File: src/fbc_pkg.sv
// Shared types, widths and a helper function of the frustum box culler.
package fbc_pkg;

    localparam int FRAC_BITS  = 16;
    localparam int COORD_BITS = 24;
    localparam int ENTRY_W    = 32;
    localparam int CLIP_W     = 48;
    localparam int COEF_W     = CLIP_W + 1;
    localparam int LO_W       = 32;
    localparam int HI_W       = COEF_W - LO_W;
    localparam int OP_W       = LO_W + 1;
    localparam int PROD_W     = 2 * OP_W;
    localparam int ACC_W      = COEF_W + OP_W + 2;
    localparam int SIZE_W     = 11;
    localparam int CRD_W      = COORD_BITS + 1;
    localparam int MAT_N      = 16;
    localparam int PLANE_N    = 24;

    typedef enum logic [1:0] {
        CMD_LOAD_VIEW,
        CMD_LOAD_PROJ,
        CMD_REBUILD,
        CMD_TEST
    } cmd_t;

    typedef enum logic [1:0] {
        TERM_FLOOR,
        TERM_PLAIN,
        TERM_UPPER,
        TERM_DIRECT
    } term_t;

    typedef struct packed {
        logic  issue;
        logic  clear;
        term_t term;
    } mac_ctrl_t;

    typedef enum logic [2:0] {
        ST_IDLE,
        ST_RB_ISSUE,
        ST_RB_WAIT,
        ST_RB_TAKE,
        ST_BX_ISSUE,
        ST_BX_WAIT,
        ST_BX_TAKE,
        ST_PUSH
    } state_t;

    // Clamp an accumulator value to the signed clip range.
    function automatic logic signed [CLIP_W-1:0] sat_clip(input logic signed [ACC_W-1:0] v);
        logic signed [ACC_W-1:0] hi_lim;
        logic signed [ACC_W-1:0] lo_lim;
        logic signed [CLIP_W-1:0] r;
        hi_lim = {{(ACC_W-CLIP_W+1){1'b0}}, {(CLIP_W-1){1'b1}}};
        lo_lim = ~hi_lim;
        if (v > hi_lim)
        begin
            r = hi_lim[CLIP_W-1:0];
        end
        else if (v < lo_lim)
        begin
            r = lo_lim[CLIP_W-1:0];
        end
        else
        begin
            r = v[CLIP_W-1:0];
        end
        return r;
    endfunction

endpackage

File: src/fbc_mac.sv
// Shared multiply-accumulate unit: registered product, then accumulate.
module fbc_mac import fbc_pkg::*;
(
    input  logic                     clk,
    input  logic                     rst_n,
    input  mac_ctrl_t                ctrl,
    input  logic signed [OP_W-1:0]   op_a,
    input  logic signed [OP_W-1:0]   op_b,
    input  logic signed [COEF_W-1:0] addend,
    output logic signed [ACC_W-1:0]  acc
);

    logic signed [PROD_W-1:0] prod_reg;
    logic signed [COEF_W-1:0] addend_reg;
    mac_ctrl_t                ctrl_reg;
    logic signed [ACC_W-1:0]  acc_reg;
    logic signed [ACC_W-1:0]  acc_next;
    logic signed [ACC_W-1:0]  term;

    always_ff @(posedge clk or negedge rst_n)
    begin
        if (!rst_n)
        begin
            ctrl_reg <= '0;
        end
        else
        begin
            ctrl_reg <= ctrl;
        end
    end

    always_ff @(posedge clk)
    begin
        prod_reg   <= op_a * op_b;
        addend_reg <= addend;
        acc_reg    <= acc_next;
    end

    always_comb
    begin
        case (ctrl_reg.term)
            TERM_FLOOR:  term = ACC_W'(prod_reg >>> FRAC_BITS);
            TERM_PLAIN:  term = ACC_W'(prod_reg);
            TERM_UPPER:  term = ACC_W'(prod_reg) <<< LO_W;
            TERM_DIRECT: term = ACC_W'(addend_reg);
            default:     term = '0;
        endcase
        if (!ctrl_reg.issue)
        begin
            acc_next = acc_reg;
        end
        else if (ctrl_reg.clear)
        begin
            acc_next = term;
        end
        else
        begin
            acc_next = acc_reg + term;
        end
    end

    assign acc = acc_reg;

endmodule

File: config.mk
export PLATFORM = sky130hd
export DESIGN_NAME = fbc_mac
export DESIGN_NICKNAME = d
export VERILOG_FILES = /design/src/fbc_pkg.sv /design/src/fbc_mac.sv
export SDC_FILE = /design/constraint.sdc
export NUM_CORES = 2
export LEC_CHECK = 0
export ABC_AREA = 1
export BUFFER_PORTS_ARGS = -buffer_cell sky130_fd_sc_hd__buf_2
export CAP_MARGIN = 40
export CORE_ASPECT_RATIO = 1.4
export CORE_UTILIZATION = 60
export DETAILED_ROUTE_END_ITERATION = 7
export GPL_TIMING_DRIVEN = 0
export PLACE_DENSITY = 0.87
export SYNTH_ARGS = -nofsm -noshare
export SYNTH_HDL_FRONTEND = slang
export SYNTH_SLANG_ARGS = --single-unit
File: constraint.sdc
create_clock -name clk -period 2.96 [get_ports clk]
set_input_delay 0.296 -clock clk [delete_from_list [all_inputs] [get_ports clk]]
set_output_delay 0.296 -clock clk [all_outputs]
set_load 0.03 [all_outputs]
==> out/results.tsv, run 1 <==
metric	value	unit
GP Congestion	1.20	
share of the synthesized area in the top cell type	40.4	%
Syn Area/Cell	7.31	um^2
Run Error	[ERROR GRT-0116] Global routing finished with congestion. Check the congestion regions in the DRC Viewer.	
most instantiated cells after synthesis	nand2_1, inv_1, fa_1	
Clock H-tree levels	1	
asr flop ratio synth	1.97	%
number of global-route vias before repair	72753	
ys flop type	dfxtp_1	
largest net degree at the start of global routing	52	
root buffer cell	clkbuf_16	
Post-synth EDFFs	84	
Row Count	133	
Synth cell types	52	
Synth area leaders	fa_1, nand2_1, inv_1	
IO Pins	205	
first-pass GRT wire length	554	mm
HPWL after detailed placement	223	mm
register area share after synthesis	8.66	%
clk sinks	203	
GR Util All Layers	78.1	%
GR Overflow Total	752	
Starting Density	60.6	%
failing step	global routing (5_1_grt)	
Max clock buf depth	3	
Placed Area	62100	um^2
Cells after Synth	7778	
count leader, synth	nand2_1	
die height	366	um
Ys Warns	0	
TritonCTS Buffers	18	
post-synth top area cell	fa_1	
status	stopped before the end	
Cell Area, Synth	56800	um^2
port bufs	139	
synthesized net count	9345	
Seq cells post-synth	203	
Die X	262	um
routing by layer:
metal | track usage, % | GRT overflow
met5 | 18.4 | 2
met4 | 81.6 | 282
met3 | 59.0 | 8
met2 | 96.4 | 454
met1 | 78.0 | 6
cells by family after synthesis:
group,count (synthesis),synth area share [%]
AND/OR/NAND/NOR,3105,22.3
XOR/XNOR,87,1.34
AO/OA/AOI/OAI,424,4.14
adder cells (fa/ha/maj),1446,47.0
buffers and inverters,2513,16.6
flip-flops,203,8.66
metrics by stage:
step	setup WS (ns)	cells	TNS, ns
3_5_place_dp	-5.54	9167	-345.87
3_3_place_gp	-5.40	9132	-415.28
4_1_cts	-3.53	9619	-210.74
2_1_floorplan	-3.86	7778	-180.03
repair_timing:
| action | CTS |
|---|---|
| gates resized for setup | 1725 |
| hold endpoints to repair | 57 |
| endpoints found under the setup margin | 141 |
| hold buffers | 54 |
| gates cloned | 5 |
| setup buffers | 362 |
| pin swaps | 497 |
==> inputs of run 2 (changes only) <==
--- a/config.mk
+++ b/config.mk
@@ -8,11 +8,10 @@
 export ABC_AREA = 1
 export BUFFER_PORTS_ARGS = -buffer_cell sky130_fd_sc_hd__buf_2
 export CAP_MARGIN = 40
-export CORE_ASPECT_RATIO = 1.4
-export CORE_UTILIZATION = 60
+export CORE_UTILIZATION = 40
 export DETAILED_ROUTE_END_ITERATION = 7
 export GPL_TIMING_DRIVEN = 0
-export PLACE_DENSITY = 0.87
+export PLACE_DENSITY_LB_ADDON = 0.15
 export SYNTH_ARGS = -nofsm -noshare
 export SYNTH_HDL_FRONTEND = slang
 export SYNTH_SLANG_ARGS = --single-unit
==> constraint.sdc (replaced) <==
create_clock -name clk -period 3.8 [get_ports clk]
set_input_delay 0.38 -clock clk [delete_from_list [all_inputs] [get_ports clk]]
set_output_delay 0.38 -clock clk [all_outputs]
set_load 0.03 [all_outputs]
==> run 2 against run 1 <==
  * The flow now finishes, with violations (negative setup slack)
  * Area after synthesis unchanged
  * Synthesized cell count unchanged
==> out/results.tsv, run 2 <==
metric	value	unit	change
status	finished, violations left		was stopped before the end
failing checks	negative setup slack		
drt pass-1 iters	6		
largest net degree at the start of global routing	48		
Synth area leaders	fa_1, nand2_1, inv_1		unchanged
number of flip-flops in the largest register	84		
worst setup margin	-2.93	ns	
Vias per Instance	5.26		
Cell Area, Synth	56800	um^2	unchanged
Crit path max-delay family	adder cells		
crit path kind	in -> reg		
RSZ-0062 raised after global routing	yes		
slowest CP cell	fa_2		
Crit Path Max Fanout	3		
die height	379	um	was 366 um
initial antenna violation count	7		
Ys Warns	0		unchanged
maximum clock frequency	0.149	GHz	
CP Launch Type	input port		
Fillers	14272		
total number of vias	53216		
final WL	289	mm	
r2r startpoint	ctrl_reg[1]		
Seq cells post-synth	203		unchanged
Max stage delay on crit path	0.72	ns	
Row Count	137		was 133
max-slew violation count	0		
nets	9778		
Worst Path Required	4.29	ns	
r2r setup slk	-0.92	ns	
min cycle time layout	6.73	ns	
count leader, synth	nand2_1		unchanged
routed len/inst	28.6	um	
commonest non-fill, non-tap cell in the layout	nand2_1		
Starting DRT DRC Count	5416		
register area share after synthesis	8.66	%	unchanged
HPWL after detailed placement	249	mm	was 223 mm
ys flop type	dfxtp_1		unchanged
GR Overflow Total	0		
final worst-path cycle share	177	%	
Post-synth EDFFs	84		unchanged
max_cap viols	0		
IO Pins	205		unchanged
core footprint	140000	um^2	
Final setup violation count	116		
placed instance count	9832		was 9167
share of cells above drive strength 1	18.5	%	
Worst setup startpoint	op_b[2]		
port bufs	139		unchanged
Reg clk slew, reported paths	0.07	ns	
commonest non-fill, non-tap cells in the layout	nand2_1, inv_1, fa_1		
synthesized net count	9345		unchanged
clk sinks	203		unchanged
CP endpoint kind	register		
share of the synthesized area in the top cell type	40.4	%	unchanged
root buffer cell	clkbuf_16		unchanged
Slew @ Worst Pin	0.899	ns	
Fin. Hold Viols	0		
Cells after Synth	7778		unchanged
CP Data Arrival Time	7.22	ns	
number of global-route vias before repair	54744		
Max Clock Skew	0.0188	ns	
area delta synth->final	22.3	%	
most instantiated cells after synthesis	nand2_1, inv_1, fa_1		unchanged
Synth cell types	52		unchanged
GR Util All Layers	40.4	%	
Reg2Reg Capture Point	acc[76]		
TritonCTS clock tree	yes		
Die X	379	um	was 262 um
Syn Area/Cell	7.31	um^2	unchanged
Clock Latency Late Sink	0.60	ns	
post-synth top area cell	fa_1		unchanged
Bufs and invs on worst path	12		
first-pass GRT wire length	401	mm	
Slew Limit Headroom	40.1	%	
GP Congestion	1.06		was 1.20
TritonCTS Buffers	27		was 18
Detail Route Antenna Nets	0		
Max clock buf depth	3		unchanged
Die Area	144000	um^2	
Clock H-tree levels	1		unchanged
Starting Density	40.5	%	was 60.6%
drt drc	0		
Hold WC Path Type	in -> async		
reg2reg path depth	14		
asr flop ratio synth	1.97	%	unchanged
post-route insts no fill	10111		
## run 2: cell counts after synthesis
Identical to the previous run, type by type.
## run 2: layout make-up
class	count	area, um^2	share of cell area, %
diodes	3	7.51	0.0108
plain buffers	312	3600	5.18
clock buffers	33	718	1.03
clock inverters	17	125	0.180
inverters	2201	8330	12.0
multi-input cells	5062	46100	66.3
flip-flops and latches	203	4930	7.09
well taps	1876	2350	3.38
repair buffers	404	3380	4.87
## run 2: logic make-up (layout without fill, tap and decap cells)
kind of cell | after synthesis | in the layout | share of synthesized area (%)
AO/OA/AOI/OAI | 424 | 424 | 4.14
XOR/XNOR | 87 | 87 | 1.34
adder cells (fa/ha/maj) | 1446 | 1446 | 47.0
buffers and inverters | 2513 | 2967 | 16.6
flip-flops | 203 | 203 | 8.66
other | 0 | 3 | 0
AND/OR/NAND/NOR | 3105 | 3105 | 22.3
## run 2: worst max path at each step
stage	endpoint	slack, ns	depth (start not counted)
detailed placement	prod_reg[65]	-5.06	25
CTS	prod_reg[64]	-2.83	27
global route	prod_reg[65]	-3.09	29
global placement	prod_reg[65]	-5.10	25
floorplan	prod_reg[60]	-3.10	26
finish	prod_reg[63]	-2.93	30
## run 2: repair_timing
action | in CTS | in global routing
setup buffers | 105 | 65
resized for setup | 598 | 443
hold buffers | 54 | 0
endpoints found under the setup margin | 129 | 134
pin swaps | 147 | 212
gates cloned | 1 | 2
hold endpoints to repair | 57 | 0
## run 2: through the flow
step	setup TNS, ns	setup slack (ns)	utilization, %	area (um^2)	hold slack, ns
final	-162.67	-2.93	49.6	69500	0.135
after global routing	-182.37	-3.09	49.6	69500	0.151
after CTS	-180.51	-2.83	48.2	67500	0.103
after detailed placement	-258.69	-5.06	44.8	62900	0.191
after global placement	-295.49	-5.10	44.5	62300	0.187
after floorplan	-134.82	-3.10	-	59300	0.0844
## run 2: worst reg2reg max path: cells and delay by family (launching register included)
family          cells  cell delay (ns)
fa+ha+maj           1             0.57
flops               1             0.47
buf+inv             2             0.57
simple gates        7             1.31
compound gates      4             1.56
## run 2: routing by layer
metal  track usage, %  vias to the layer above  share of wire (%)
li1                 -                    23072                  -
met1             53.5                    27055                 41
met2             61.9                     2547                 43
met3             10.4                      540                 10
met4             18.5                        2                5.6
met5                0                        -             0.0048
Power of run 2 is not shown: default switching activity piles up to over one toggle a cycle in this logic, so the estimate is an artifact.
